--- config.mk ---
export PLATFORM = sky130hd
export DESIGN_NAME = lbcr_ctrl
export DESIGN_NICKNAME = d
export VERILOG_FILES = /design/src/sv/lbcr_pkg.sv /design/src/sv/lbcr_ctrl.sv
export SDC_FILE = /design/constraint.sdc
export NUM_CORES = 1
export LEC_CHECK = 0
export BUFFER_PORTS_ARGS = -buffer_cell sky130_fd_sc_hd__buf_2
export CAP_MARGIN = 20
export CORE_AREA = 2 2 39 41
export DETAILED_ROUTE_END_ITERATION = 12
export DIE_AREA = 0 0 41 43
export PLACE_DENSITY = 0.81
export RECOVER_POWER = 50
export SYNTH_ARGS = -nofsm -noshare
export SYNTH_HDL_FRONTEND = slang
export SYNTH_SLANG_ARGS = --single-unit
--- constraint.sdc ---
create_clock -name clk -period 2.3 [get_ports clk]
set_input_delay 0.23 -clock clk [delete_from_list [all_inputs] [get_ports clk]]
set_output_delay 0.23 -clock clk [all_outputs]
set_load 0.01 [all_outputs]
--- src/sv/lbcr_pkg.sv ---
// Shared types and constants for the largest balanced checker rectangle block.
package lbcr_pkg;

	localparam int MAX_ROWS_DEF   = 128;
	localparam int MAX_COLS_DEF   = 128;
	localparam int VALUE_BITS_DEF = 8;

	localparam int DIM_BITS      = 8;
	localparam int AREA_OUT_BITS = 15;
	localparam int PADDR_BITS    = 3;
	localparam int PDATA_BITS    = 32;

	typedef enum logic [0:0] {
		REG_GRID_HEIGHT = 1'b0,
		REG_GRID_WIDTH  = 1'b1
	} reg_idx_t;

	typedef enum logic [3:0] {
		ST_LOAD,
		ST_R1_TOP,
		ST_R2_TOP,
		ST_NEXT_R2,
		ST_C1_TOP,
		ST_C1_WAIT,
		ST_C2_TOP,
		ST_C2_WAIT,
		ST_C2_EVAL,
		ST_EMIT
	} state_t;

	typedef enum logic [1:0] {
		RD_PREFETCH,
		RD_CORNER_CD,
		RD_CORNER_AB
	} rd_sel_t;

	typedef enum logic [1:0] {
		PM_FULL_ROW,
		PM_TAIL,
		PM_SPAN
	} pm_sel_t;

	typedef struct packed {
		logic    accept;
		logic    restart;
		logic    best_clr;
		logic    best_load;
		logic    r1_clr;
		logic    r1_inc;
		logic    r2_load;
		logic    r2_dec;
		logic    c1_clr;
		logic    c1_inc;
		logic    c2_load;
		logic    c2_dec;
		logic    cd_load;
		logic    sum_load;
		logic    emit;
		rd_sel_t rd_sel;
		pm_sel_t pm_sel;
	} cmd_t;

	typedef struct packed {
		logic last_cell;
		logic r1_end;
		logic r2_at_r1;
		logic c1_end;
		logic c2_at_c1;
		logic prod_le_best;
		logic sum_zero;
	} sts_t;

endpackage

--- src/sv/lbcr_ctrl.sv ---
// Controller state machine: table load, corner search sequencing, result beat.
module lbcr_ctrl (
	input  logic            clk,
	input  logic            arst_n,
	input  logic            in_valid,
	input  logic            out_stall,
	input  logic            cfg_wr,
	input  lbcr_pkg::sts_t  sts,
	output lbcr_pkg::cmd_t  cmd,
	output logic            in_stall,
	output logic            out_valid
);

	lbcr_pkg::state_t state_q;
	lbcr_pkg::state_t state_n;
	logic             out_valid_q;
	logic             slot_free;

	assign slot_free = !out_valid_q || !out_stall;

	always_comb begin
		state_n = state_q;
		unique case (state_q)
			lbcr_pkg::ST_LOAD: begin
				if (in_valid && sts.last_cell) state_n = lbcr_pkg::ST_R1_TOP;
			end
			lbcr_pkg::ST_R1_TOP: begin
				if (sts.r1_end) state_n = lbcr_pkg::ST_EMIT;
				else state_n = lbcr_pkg::ST_R2_TOP;
			end
			lbcr_pkg::ST_R2_TOP: begin
				if (sts.prod_le_best) state_n = lbcr_pkg::ST_R1_TOP;
				else state_n = lbcr_pkg::ST_C1_TOP;
			end
			lbcr_pkg::ST_NEXT_R2: begin
				if (sts.r2_at_r1) state_n = lbcr_pkg::ST_R1_TOP;
				else state_n = lbcr_pkg::ST_R2_TOP;
			end
			lbcr_pkg::ST_C1_TOP: begin
				if (sts.c1_end || sts.prod_le_best) state_n = lbcr_pkg::ST_NEXT_R2;
				else state_n = lbcr_pkg::ST_C1_WAIT;
			end
			lbcr_pkg::ST_C1_WAIT: state_n = lbcr_pkg::ST_C2_TOP;
			lbcr_pkg::ST_C2_TOP: begin
				if (sts.prod_le_best) state_n = lbcr_pkg::ST_C1_TOP;
				else state_n = lbcr_pkg::ST_C2_WAIT;
			end
			lbcr_pkg::ST_C2_WAIT: state_n = lbcr_pkg::ST_C2_EVAL;
			lbcr_pkg::ST_C2_EVAL: begin
				if (sts.sum_zero || sts.c2_at_c1) state_n = lbcr_pkg::ST_C1_TOP;
				else state_n = lbcr_pkg::ST_C2_TOP;
			end
			lbcr_pkg::ST_EMIT: begin
				if (slot_free) state_n = lbcr_pkg::ST_LOAD;
			end
			default: state_n = lbcr_pkg::ST_LOAD;
		endcase
	end

	always_comb begin
		cmd         = '0;
		cmd.rd_sel  = lbcr_pkg::RD_PREFETCH;
		cmd.pm_sel  = lbcr_pkg::PM_FULL_ROW;
		cmd.restart = cfg_wr;
		in_stall    = (state_q != lbcr_pkg::ST_LOAD);
		unique case (state_q)
			lbcr_pkg::ST_LOAD: begin
				cmd.accept = in_valid;
				if (in_valid && sts.last_cell) begin
					cmd.best_clr = 1'b1;
					cmd.r1_clr   = 1'b1;
				end
			end
			lbcr_pkg::ST_R1_TOP: begin
				if (!sts.r1_end) cmd.r2_load = 1'b1;
			end
			lbcr_pkg::ST_R2_TOP: begin
				cmd.pm_sel = lbcr_pkg::PM_FULL_ROW;
				if (sts.prod_le_best) cmd.r1_inc = 1'b1;
				else cmd.c1_clr = 1'b1;
			end
			lbcr_pkg::ST_NEXT_R2: begin
				if (sts.r2_at_r1) cmd.r1_inc = 1'b1;
				else cmd.r2_dec = 1'b1;
			end
			lbcr_pkg::ST_C1_TOP: begin
				cmd.pm_sel = lbcr_pkg::PM_TAIL;
				cmd.rd_sel = lbcr_pkg::RD_CORNER_CD;
			end
			lbcr_pkg::ST_C1_WAIT: begin
				cmd.cd_load = 1'b1;
				cmd.c2_load = 1'b1;
			end
			lbcr_pkg::ST_C2_TOP: begin
				cmd.pm_sel = lbcr_pkg::PM_SPAN;
				cmd.rd_sel = lbcr_pkg::RD_CORNER_AB;
				if (sts.prod_le_best) cmd.c1_inc = 1'b1;
			end
			lbcr_pkg::ST_C2_WAIT: begin
				cmd.sum_load = 1'b1;
			end
			lbcr_pkg::ST_C2_EVAL: begin
				cmd.pm_sel = lbcr_pkg::PM_SPAN;
				if (sts.sum_zero) begin
					cmd.best_load = 1'b1;
					cmd.c1_inc    = 1'b1;
				end else if (sts.c2_at_c1) begin
					cmd.c1_inc = 1'b1;
				end else begin
					cmd.c2_dec = 1'b1;
				end
			end
			lbcr_pkg::ST_EMIT: begin
				cmd.emit = slot_free;
			end
			default: begin
				cmd.accept = 1'b0;
			end
		endcase
	end

	always_ff @(posedge clk or negedge arst_n) begin
		if (!arst_n) begin
			state_q     <= lbcr_pkg::ST_LOAD;
			out_valid_q <= 1'b0;
		end else begin
			state_q <= state_n;
			if (cmd.emit) out_valid_q <= 1'b1;
			else if (!out_stall) out_valid_q <= 1'b0;
		end
	end

	assign out_valid = out_valid_q;

`ifndef SYNTHESIS
	a_eval_after_wait: assert property (@(posedge clk) disable iff (!arst_n)
		state_q == lbcr_pkg::ST_C2_EVAL |-> $past(state_q) == lbcr_pkg::ST_C2_WAIT)
		else $error("corner sum evaluated without a fetch");
	a_beat_from_emit: assert property (@(posedge clk) disable iff (!arst_n)
		$rose(out_valid_q) |-> $past(state_q) == lbcr_pkg::ST_EMIT)
		else $error("result beat raised outside emit");
	a_search_on_last: assert property (@(posedge clk) disable iff (!arst_n)
		cmd.accept && sts.last_cell |=> state_q == lbcr_pkg::ST_R1_TOP)
		else $error("final cell did not start the search");
`endif

endmodule

======== Word-level counts from Yosys, hierarchy flattened ========
Cells that the tools add are included.
storage, ports and cells
  bits of input ports ..................... 12
  word-level logic and storage cells ...... 60
  output and inout port bits .............. 21
  flip-flop bits (word level) ............. 5
operators by class
  equality and inequality tests ........... 12
  reduce and logical (&&, ||, !) cells .... 10
  multiplexer cells ....................... 36
operators by type and width
  kind                  count
  $pmux W4 S10          1
  $mux W1               23
  $eq A4 B3 Y1 const B  4
  $mux W4               3
  $eq A4 B2 Y1 const B  2
  $eq A4 B4 Y1 const B  2
  $pmux W2 S2           2
  $mux W2               3
  $mux W3               2
  $eq A4 B1 Y1 const B  1
  $logic_not A4 Y1      1
  $ne A2 B2 Y1 const B  2
  $pmux W1 S2           2
  $reduce_bool A4 Y1    1
  $logic_or A1 B1 Y1    3
  $logic_not A1 Y1      2
  $ne A2 B1 Y1 const B  1
  $reduce_and A2 Y1     1
  $reduce_or A2 Y1      1
  $logic_and A1 B1 Y1   1

======== Logic depth before layout (Yosys ltp) ========
Gate-level depths: netlist (run 1).
  depth after elaboration ................. 4
  gate-level depth with buffers ........... 5
  depth with buffers taken out ............ 4

======== Worst setup path before layout (run 1) ========
No wires, ideal clock.
  kind .................................... register to output
  start ................................... register state_q[3]
  end ..................................... output port cmd[2] in the netlist's numbering
  slack ................................... 0.817 ns
  cell stages (with the launch flop) ...... 5
  data arrival time ....................... 1.253 ns
  required time ........................... 2.070 ns
  buffers on the path ..................... 2
  cells stage by stage .................... dfrtp_1 -> buf_2 -> nand2b_1 -> nor3_1 -> buf_4
RTL lines
  item                    line              source
  start, declared         lbcr_ctrl.sv:14   lbcr_pkg::state_t state_q;
  start signal, assigned  lbcr_ctrl.sv:124  state_q <= lbcr_pkg::ST_LOAD;
  start signal, assigned  lbcr_ctrl.sv:127  state_q <= state_n;
  end, declared           lbcr_ctrl.sv:9    output lbcr_pkg::cmd_t cmd,

==> run summary, run 1 <==
simple logic cell fraction of the synthesized area - 0.409
number of remaining DRC errors - 0
Adder-Cell Fraction of Synth Area - 0
setup TNS - 0 ns
Synth Area in XOR/XNOR - 0
max_slew headroom - 0.741
NetSw - 0.315 mW
core area - 1380 um2
Fmax achieved - 0.563 GHz
1st-iter DRT viols - 17
final non-filler cell total - 109
Die W - 41 um
Crit Path Class - register to output pin
Yosys reg bits - 5
CP delay by family, top - simple AND/OR/NAND/NOR gates
leading cell type in the layout, fill and taps excluded - buf_2
WL final - 1230 um
Cell Pwr Density - 1070 nW/um2
TritonRoute pass-1 iters - 4
Synth Instances - 67
Clock Sinks - 5
initial antenna violation count - 0
hold crit path type - primary input to register
Unique masters post-synth - 25
largest family of logic cells by synthesized area - simple AND/OR/NAND/NOR gates
Final Max Slew Viols - 0
CP Launch Point - state_q[0]
startpoint types - register
crit-path max FO - 13
reg2reg end - state_q[1]
crit-path max cell delay - 0.51 ns
clk_skew - 0.00356 ns
die area - 1760 um2
Nets - 106
Leak - 0.321 nW
Critical Path, Cell by Cell - nor2_1 -> nand2_1 -> nor3_1 -> buf_2
layout cell share with drive strength beyond 1 - 0.333
CP bufs+invs - 1
largest net degree at the start of global routing - 14
Clock Power Share - 0.154
minimum clock period - 1.78 ns
dominant cells by area after synthesis - dfrtp_1 (26%), buf_4 (7.9%), nor2_1 (7.1%), nand2_1 (6.3%), nor3_1 (5.2%)
DPL Wire Length - 985 um
Yosys top cell area share - 0.262
combinational power share - 0.529
Avg Inst Size Synth - 7.12 um2
Synth async-reset ratio - 1.00
hold path cells - 3
most frequent cells in the layout - buf_2 (26), nor2_1 (10), nand2_1 (8)
Int Pwr - 0.333 mW
CTS tree - built
mux cell area share after synthesis - 0.0210
Worst Hold Launch - out_stall
CTS Buf Count - 3
via count - 555
placed insts - 104
Die Y - 43 um
endpoints failing hold - 0
GR Util All Layers - 0.164
Critical Path AT - 1.55 ns
Sw Ratio - 0.486
Worst VDD drop - 0.561 mV
first-pass GRT wire length - 2010 um
EDFF count, synth - 0
syn_nets - 79
ANT nets after route - 0
post-synthesis compound-gate area fraction - 0.160
clock root buffer master - clkbuf_4
biggest area consumer among synthesized cells - dfrtp_1
CP Capture Type - output pin
setup repair bufs after CTS - 0
Post-synth top flop - dfrtp_1
status - finished, final reports clean
crit share post-route - 0.772
DR WL/cell - 11.3 um
YS warnings - 0
IO Port Bufs - 30
RSZ-0062 raised after global routing - false
Netlist Area Pre-Place - 477 um2
Final setup viols - 0
area grow syn2layout - 27.3%
gr ovfl total - 0
Clock transition at path regs - 0.04 ns
Ant. Diodes - 0
slowest stage cell, crit path - dfrtp_1
FP Rows - 14
Reg2Reg Setup Slack - 0.76 ns
CTS Buffer Depth - 2
num ports - 33
Util after Layout - 0.439
Vias/cell - 5.09
Flop pwr share - 0.317
Max H-tree Level - 1
worst-margin pin slew - 0.389 ns
reg2reg start - state_q[0]
R2R depth - 4
starting density of the core - 0.344
Worst Path Required - 2.07 ns
maxcap violations - 0
vias in the first global route - 480
Routability Congestion - 0.879
Clk Latency, worst-skew pair - 0.24 ns
register area share after synthesis - 0.262
Worst Hold End - out_valid
-- tightest hold or removal path, cell delays in order --
cell and delay (ns):
buf_2 0.10, nand2_1 0.06, nand2_1 0.05
-- routing by layer --
layer  share of wire  wire (um)  global-route usage  vias up
met5               0          0                   0        -
met4               0          0              0.0600        0
met3           0.067         82              0.0471        0
met2            0.53        650               0.238       23
met1            0.41        499               0.224      249
li1                -          -                   -      283
-- worst max path at each step --
stage                     depth (start not counted)  slack (ns)      to
after floorplan                                   4        0.82  cmd[2]
after global placement                            4        0.78  cmd[7]
after detailed placement                          4        0.81  cmd[7]
after CTS                                         4        0.55  cmd[7]
after global routing                              4        0.34  cmd[7]
final                                             4        0.52  cmd[7]
-- cell families after synthesis --
group	after synthesis
and+or+nand+nor	37
buffers and inverters	11
DFF	5
AOI/OAI and AO/OA	13
muxes	1
-- timing repair --
action,CTS,global route
endpoints found under the hold margin,5,0
hold buffers,1,0
resized for setup,0,0
-- through the flow --
step | total power [mW] | hold slack (ns) | cell area, um2 | worst slack, ns
global route | 0.711 | 0.251 | 607 | 0.336
finish | 0.648 | 0.234 | 607 | 0.524
floorplan | 0.481 | -0.0656 | 477 | 0.817
global placement | 0.555 | 0.0498 | 584 | 0.782
detailed placement | 0.558 | 0.0481 | 584 | 0.811
CTS | 0.663 | 0.227 | 621 | 0.548
-- layout make-up --
class	instances	area [um2]
Tap cell	16	20.0
Multi-Input combinational cell	51	273
Timing Repair Buffer	31	155
Inverter	2	7.51
Sequential cell	5	125
Clock buffer	4	26.3
Fill cell	154	777
-- state kept, by name, summed over array words and instances, names as in the netlist --
signal,count
state_q,4
out_valid,1
-- power groups by stage --
stage | sequential [mW] | clock, mW | combinational, mW
6_report | 0.205 | 0.100 | 0.343
5_1_grt | 0.215 | 0.111 | 0.385
4_1_cts | 0.207 | 0.103 | 0.353
3_5_place_dp | 0.208 | 0 | 0.350
3_3_place_gp | 0.208 | 0 | 0.347
2_1_floorplan | 0.144 | 0 | 0.337
-- synth_stat cells, drive strengths merged, types with 2 or more instances --
master	count
nor2	10
buf	8
nand2	8
dfrtp	5
nor3	5
nor4	5
o21ai	4
a21oi	3
a31oi	3
nand2b	3
and3	2
inv	2
nor2b	2
Note: power is estimated with default switching activity, not from simulation.
==> run 2: changes to the inputs <==
- CORE_AREA: 2 2 39 41 -> unset
- CORE_MARGIN: unset -> 2
- CORE_UTILIZATION: unset -> 35
- DIE_AREA: 0 0 41 43 -> unset
- PLACE_DENSITY: 0.81 -> 0.82
- clock period: 2.3 -> 1.5 ns (I/O delays scaled with it)
==> run 2 against run 1 <==
- clock-buffer cell count stayed put
- critical path depth stayed put
- combinational power grew to 2.5 times the previous value
- final cell count up 7.3%
- clock skew up 0.0060 ns
- core utilization is 16 points higher
- clock power up 63%
- first-iteration DRC count up 5.9%
- power grew 110%
- highest routed layer is now met4
==> run summary, run 2 (synthesis results as in run 1) <==
status - finished, final reports clean (unchanged)
CTS Buffer Depth - 2 (unchanged)
largest net degree at the start of global routing - 14 (unchanged)
CTS Buf Count - 3 (unchanged)
Worst VDD drop - 1.08 mV (was 0.561 mV)
Ant. Diodes - 0 (unchanged)
Cell Pwr Density - 1740 nW/um2 (was 1070 nW/um2)
startpoint types - register (unchanged)
core area - 1280 um2 (was 1380 um2)
worst-margin pin slew - 0.297 ns (was 0.389 ns)
Leak - 0.390 nW (was 0.321 nW)
number of remaining DRC errors - 0 (unchanged)
CP Capture Type - register (was output pin)
first-pass GRT wire length - 1900 um (was 2010 um)
Nets - 115 (was 106)
Util after Layout - 0.599 (was 0.439)
TritonRoute pass-1 iters - 4 (unchanged)
crit share post-route - 0.985
Clock Sinks - 5 (unchanged)
DR WL/cell - 12.6 um (was 11.3 um)
Worst Hold Launch - out_stall (unchanged)
minimum clock period - 1.48 ns
gr ovfl total - 0 (unchanged)
num ports - 33 (unchanged)
leading cell type in the layout, fill and taps excluded - buf_2 (unchanged)
max_slew headroom - 0.802 (was 0.741)
area grow syn2layout - 61.4% (was 27.3%)
Worst Path Required - 1.62 ns (was 2.07 ns)
CTS tree - built (unchanged)
via count - 625 (was 555)
most frequent cells in the layout - buf_2 (28), buf_4 (8), nand2_1 (7), nor2_1 (7) (was buf_2 (26), nor2_1 (10), nand2_1 (8))
Die W - 40.9 um (was 41 um)
ANT nets after route - 0 (unchanged)
RSZ-0062 raised after global routing - true (was false)
WL final - 1480 um (was 1230 um)
initial antenna violation count - 0 (unchanged)
Fill cells - 117 (was 154)
Fmax achieved - 0.677 GHz
Crit Path Class - register to register (was register to output pin)
starting density of the core - 0.371 (was 0.344)
GR Util All Layers - 0.175 (was 0.164)
Final Max Slew Viols - 0 (unchanged)
final non-filler cell total - 117 (was 109)
Die Y - 40.9 um (was 43 um)
clk_skew - 0.00959 ns (was 0.00356 ns)
IO Port Bufs - 30 (unchanged)
vias in the first global route - 483 (was 480)
1st-iter DRT viols - 18 (was 17)
endpoints failing hold - 0 (unchanged)
setup TNS - 0 ns (unchanged)
Vias/cell - 5.34 (was 5.09)
DPL Wire Length - 1000 um (was 985 um)
hold crit path type - primary input to register (unchanged)
Clk Latency, worst-skew pair - 0.25 ns (was 0.24 ns)
Final setup viols - 0 (unchanged)
Clock transition at path regs - 0.05 ns (was 0.04 ns)
clock root buffer master - clkbuf_4 (unchanged)
Critical Path AT - 1.60 ns (was 1.55 ns)
layout cell share with drive strength beyond 1 - 0.559 (was 0.333)
reg2reg start - state_q[0] (unchanged)
placed insts - 107 (was 104)
CP Launch Point - state_q[0] (unchanged)
FP Rows - 13 (was 14)
Reg with most FFs - state_q (unchanged)
number of flip-flops in the largest register - 4 (unchanged)
crit-path max FO - 7 (was 13)
Max H-tree Level - 1 (unchanged)
die area - 1670 um2 (was 1760 um2)
maxcap violations - 0 (unchanged)
Routability Congestion - 0.884 (was 0.879)
## run 2: cell count changes in the layout (fill, tap and decap cells not counted), sizes merged
| cell | change |
|---|---|
| buf | +11 |
| clkbuf | -2 |
## run 2: critical path, cell delays in order, from the launching register on
cell and delay (ns):
dfrtp_2 0.47, buf_4 0.18, nand2_1 0.13, nor4_4 0.05, or4_1 0.52
## run 2: stage by stage
step	cell area, um2	setup WS (ns)	hold slack [ns]	total power, mW
detailed placement	613	0.0964	-0.0283	0.908
global route	769	-0.0396	0.187	1.45
CTS	676	-0.0209	0.155	1.12
floorplan	477	0.0973	-0.146	0.737
finish	769	0.0220	0.155	1.34
global placement	613	0.101	-0.0298	0.902
## run 2: cell type report
cell class                      instances  area (um2)  share of cell area
Tap cell                               15        18.8              0.0244
Timing Repair Buffer                   40         229               0.298
Multi-Input combinational cell         51         357               0.463
Sequential cell                         5         129               0.167
Inverter                                2        10.0              0.0130
Clock buffer                            4        26.3              0.0341
## run 2: worst paths after layout
kind	to	slack (ns)	depth (start not counted)
setup / recovery	state_q[1]	0.02	4
hold / removal	out_valid	0.16	3
setup reg to reg	state_q[1]	0.02	4
hold reg to reg	out_valid	0.54	2
max in group asynchronous	state_q[0]	0.94	2
min in group asynchronous	state_q[2]	0.30	2
## run 2: where the power goes
group	internal, mW	switching, mW
clock network	0.101	0.0616
registers	0.193	0.111
logic	0.413	0.457
## run 2: per-layer routing
layer | share of wire | global-route usage
met5 | 0 | 0
met4 | 0.0068 | 0.0500
met3 | 0.089 | 0.0870
met2 | 0.46 | 0.266
met1 | 0.44 | 0.214
## run 2: repair_timing
| item | in CTS | in global routing |
|---|---|---|
| hold buffers | 1 | 0 |
| endpoints found under the hold margin | 5 | 0 |
| setup endpoints to repair | 8 | 12 |
| gates resized for setup | 6 | 17 |
| buffers inserted | 0 | 5 |
| pin swaps | 0 | 3 |
==> run 3: changes to the inputs <==
- ABC_AREA: unset -> 1
- PLACE_DENSITY: 0.82 -> 0.83
- SKIP_CTS_REPAIR_TIMING: unset -> 1
==> run 3 against run 2 <==
- clock skew is 0.0021 ns higher
- critical path depth is 2 higher
- die area is 0.95% lower
- power is 14% lower
- sequential share of layout area is 2.3 points higher
- synthesized cell count is 9.0% higher
- combinational power is 19% lower
- fmax is 2.4% higher
- area after synthesis is 1.0% lower
- setup slack better by 0.034 ns
- critical endpoint is now cmd[16]
- largest cell class unchanged
==> run summary, run 3 <==
status - finished, final reports clean (unchanged)
Unique masters post-synth - 18 (was 25)
Nets - 118 (was 115)
CP delay by family, top - flip-flops (was simple AND/OR/NAND/NOR gates)
CP bufs+invs - 3 (was 1)
met1 Use GR - 0.206 (was 0.214)
dominant cells by area after synthesis - dfrtp_1 (27%), nand2_1 (11%), nor2_1 (8.0%), nand3_1 (7.4%), inv_1 (7.2%) (was dfrtp_1 (26%), buf_4 (7.9%), nor2_1 (7.1%), nand2_1 (6.3%), nor3_1 (5.2%))
via count - 562 (was 625)
most numerous cell in the Yosys netlist - nand2_1 (was nor2_1)
DR WL/cell - 10.3 um (was 12.6 um)
Fmax achieved - 0.693 GHz (was 0.677 GHz)
WL final - 1240 um (was 1480 um)
minimum clock period - 1.44 ns (was 1.48 ns)
Die W - 40.7 um (was 40.9 um)
Final Max Slew Viols - 0 (unchanged)
Hold WS - 0.119 ns (was 0.155 ns)
hold path cells - 3 (unchanged)
DPL Wire Length - 1010 um (was 1000 um)
crit share post-route - 0.962 (was 0.985)
CTS Buf Count - 3 (unchanged)
CTS tree - built (unchanged)
Leak - 0.427 nW (was 0.390 nW)
vias in the first global route - 470 (was 483)
leading cell type in the layout, fill and taps excluded - buf_2 (unchanged)
gr ovfl total - 0 (unchanged)
Final setup viols - 0 (unchanged)
max_slew headroom - 0.796 (was 0.802)
Util after Layout - 0.528 (was 0.599)
Critical Path, Cell by Cell - inv_4 -> nand2_2 -> inv_4 -> nand2_1 -> nor2_1 -> buf_2 (was buf_4 -> nand2_1 -> nor4_4 -> or4_1)
num ports - 33 (unchanged)
global routing's busiest layer - met2 (unchanged)
biggest area consumer among synthesized cells - dfrtp_1 (unchanged)
Fill cells - 124 (was 117)
Max H-tree Level - 1 (unchanged)
register area share after synthesis - 0.265 (was 0.262)
area grow syn2layout - 43.8% (was 61.4%)
Worst VDD drop - 0.902 mV (was 1.08 mV)
largest net degree at the start of global routing - 9 (was 14)
met3 Use GR - 0.0163 (was 0.0870)
EDFF count, synth - 0 (unchanged)
most frequent cells in the layout - buf_2 (29), nand2_1 (13), nor2_1 (10) (was buf_2 (28), buf_4 (8), nand2_1 (7), nor2_1 (7))
maxcap violations - 0 (unchanged)
slowest stage cell, crit path - dfrtp_2 (was or4_1)
Avg Inst Size Synth - 6.46 um2 (was 7.12 um2)
Critical Path AT - 1.29 ns (was 1.60 ns)
Crit Path Class - register to output pin (was register to register)
CP Capture Type - output pin (was register)
CTS Buffer Depth - 2 (unchanged)
ANT nets after route - 0 (unchanged)
Synth Instances - 73 (was 67)
Vias/cell - 4.68 (was 5.34)
Die Y - 40.7 um (was 40.9 um)
Post-synth top flop - dfrtp_1 (unchanged)
TritonRoute pass-1 iters - 2 (was 4)
number of cells on the critical path - 6 (was 4)
endpoints failing hold - 0 (unchanged)
number of remaining DRC errors - 0 (unchanged)
starting density of the core - 0.367 (was 0.371)
crit-path max FO - 5 (was 7)
Yosys reg bits - 5 (unchanged)
YS warnings - 0 (unchanged)
clk_skew - 0.0116 ns (was 0.00959 ns)
hold crit path type - primary input to register (unchanged)
Netlist Area Pre-Place - 472 um2 (was 477 um2)
syn_nets - 85 (was 79)
RSZ-0062 raised after global routing - true (unchanged)
Ant. Diodes - 0 (unchanged)
Clock transition at path regs - 0.06 ns (was 0.05 ns)
Clock Sinks - 5 (unchanged)
synth cell count leaders - nand2_1 (14), nor2_1 (10), inv_1 (9) (was nor2_1 (9), nand2_1 (8), buf_4 (5), dfrtp_1 (5), nor3_1 (5))
Clk Latency, worst-skew pair - 0.25 ns (about the same)
worst-margin pin slew - 0.306 ns (was 0.297 ns)
layout cell share with drive strength beyond 1 - 0.505 (was 0.559)
IO Port Bufs - 30 (unchanged)
number of flip-flops in the largest register - 4 (unchanged)
met2 Use GR - 0.290 (was 0.266)
clock root buffer master - clkbuf_4 (unchanged)
1st-iter DRT viols - 2 (was 18)
GR Util All Layers - 0.174 (was 0.175)
startpoint types - register (unchanged)
core area - 1280 um2 (unchanged)
Routability Congestion - 0.875 (was 0.884)
FP Rows - 13 (unchanged)
Reg with most FFs - state_q (unchanged)
Yosys top cell area share - 0.265 (was 0.262)
critical path's most frequent cell - inv_4
Worst Path Required - 1.35 ns (was 1.62 ns)
first-pass GRT wire length - 1860 um (was 1900 um)
Synth async-reset ratio - 1.00 (unchanged)
crit-path max cell delay - 0.46 ns (was 0.52 ns)
Cell Pwr Density - 1690 nW/um2 (was 1740 nW/um2)
initial antenna violation count - 0 (unchanged)
die area - 1660 um2 (was 1670 um2)
R2R depth - 6 (was 4)
[run 3: changes by cell type after synthesis, sizes merged, moves of 3 or more]
cell    delta
inv       +11
nor4       -5
nand3      +7
nor2       +6
a31oi      -3
nand2b     -3
buf        -4
nor3       -4
nand2      +9
[run 3: kinds of logic (layout without fill, tap and decap cells)]
kind of cell / after synthesis / count (layout) / synth area share
AOI/OAI and AO/OA: 5 / 5 / 0.0610
and+or+nand+nor: 46 / 46 / 0.507
DFF: 5 / 5 / 0.265
buffers and inverters: 17 / 49 / 0.167
[run 3: area by class of cell]
type,count,area [um2],share of cell area
clock buffer,3,22.5,0.0332
timing repair buffer,32,166,0.245
clock inverter,1,5.00,0.00738
tap,15,18.8,0.0277
inverter,13,56.3,0.0830
multi-input combinational,51,280,0.413
sequential,5,129,0.190
[run 3: through the flow]
step | TNS, ns | std cells | area (um2) | total power, mW | setup slack, ns
2_1_floorplan | 0 | 73 | 472 | 0.731 | 0.205
3_3_place_gp | 0 | 114 | 611 | 0.908 | 0.310
3_5_place_dp | 0 | 114 | 611 | 0.911 | 0.279
4_1_cts | 0 | 118 | 638 | 1.08 | 0.000578
5_1_grt | -0.0378 | 120 | 678 | 1.25 | -0.0162
6_report | 0 | 120 | 678 | 1.15 | 0.0563
[run 3: where the power goes]
group | switching, mW | internal (mW) | total [mW]
Clock | 0.0657 | 0.0971 | 0.163
Combinational | 0.432 | 0.273 | 0.705
Sequential | 0.0869 | 0.193 | 0.280
Total | 0.585 | 0.563 | 1.15
[run 3: path summary, 6_finish.rpt]
| path | startpoint | end | slack, ns |
|---|---|---|---|
| min | out_stall | out_valid | 0.12 |
| max reg2reg | state_q[3] | state_q[0] | 0.32 |
| max | state_q[1] | cmd[16] | 0.06 |
| min in group asynchronous | arst_n | out_valid | 0.30 |
| min reg2reg | out_valid | out_valid | 0.49 |
| max in group asynchronous | arst_n | state_q[2] | 0.94 |
[run 3: per-layer routing]
metal | vias up | share of wire | routed length (um)
met5 | - | 0 | 0
met4 | 0 | 0.022 | 27
met3 | 4 | 0.059 | 73
met2 | 22 | 0.50 | 623
met1 | 245 | 0.41 | 511
li1 | 291 | - | -
[run 3: worst min-delay path, stage by stage]
cell and delay, ns:
buf_2 0.07, nand2_1 0.06, nand2_1 0.06
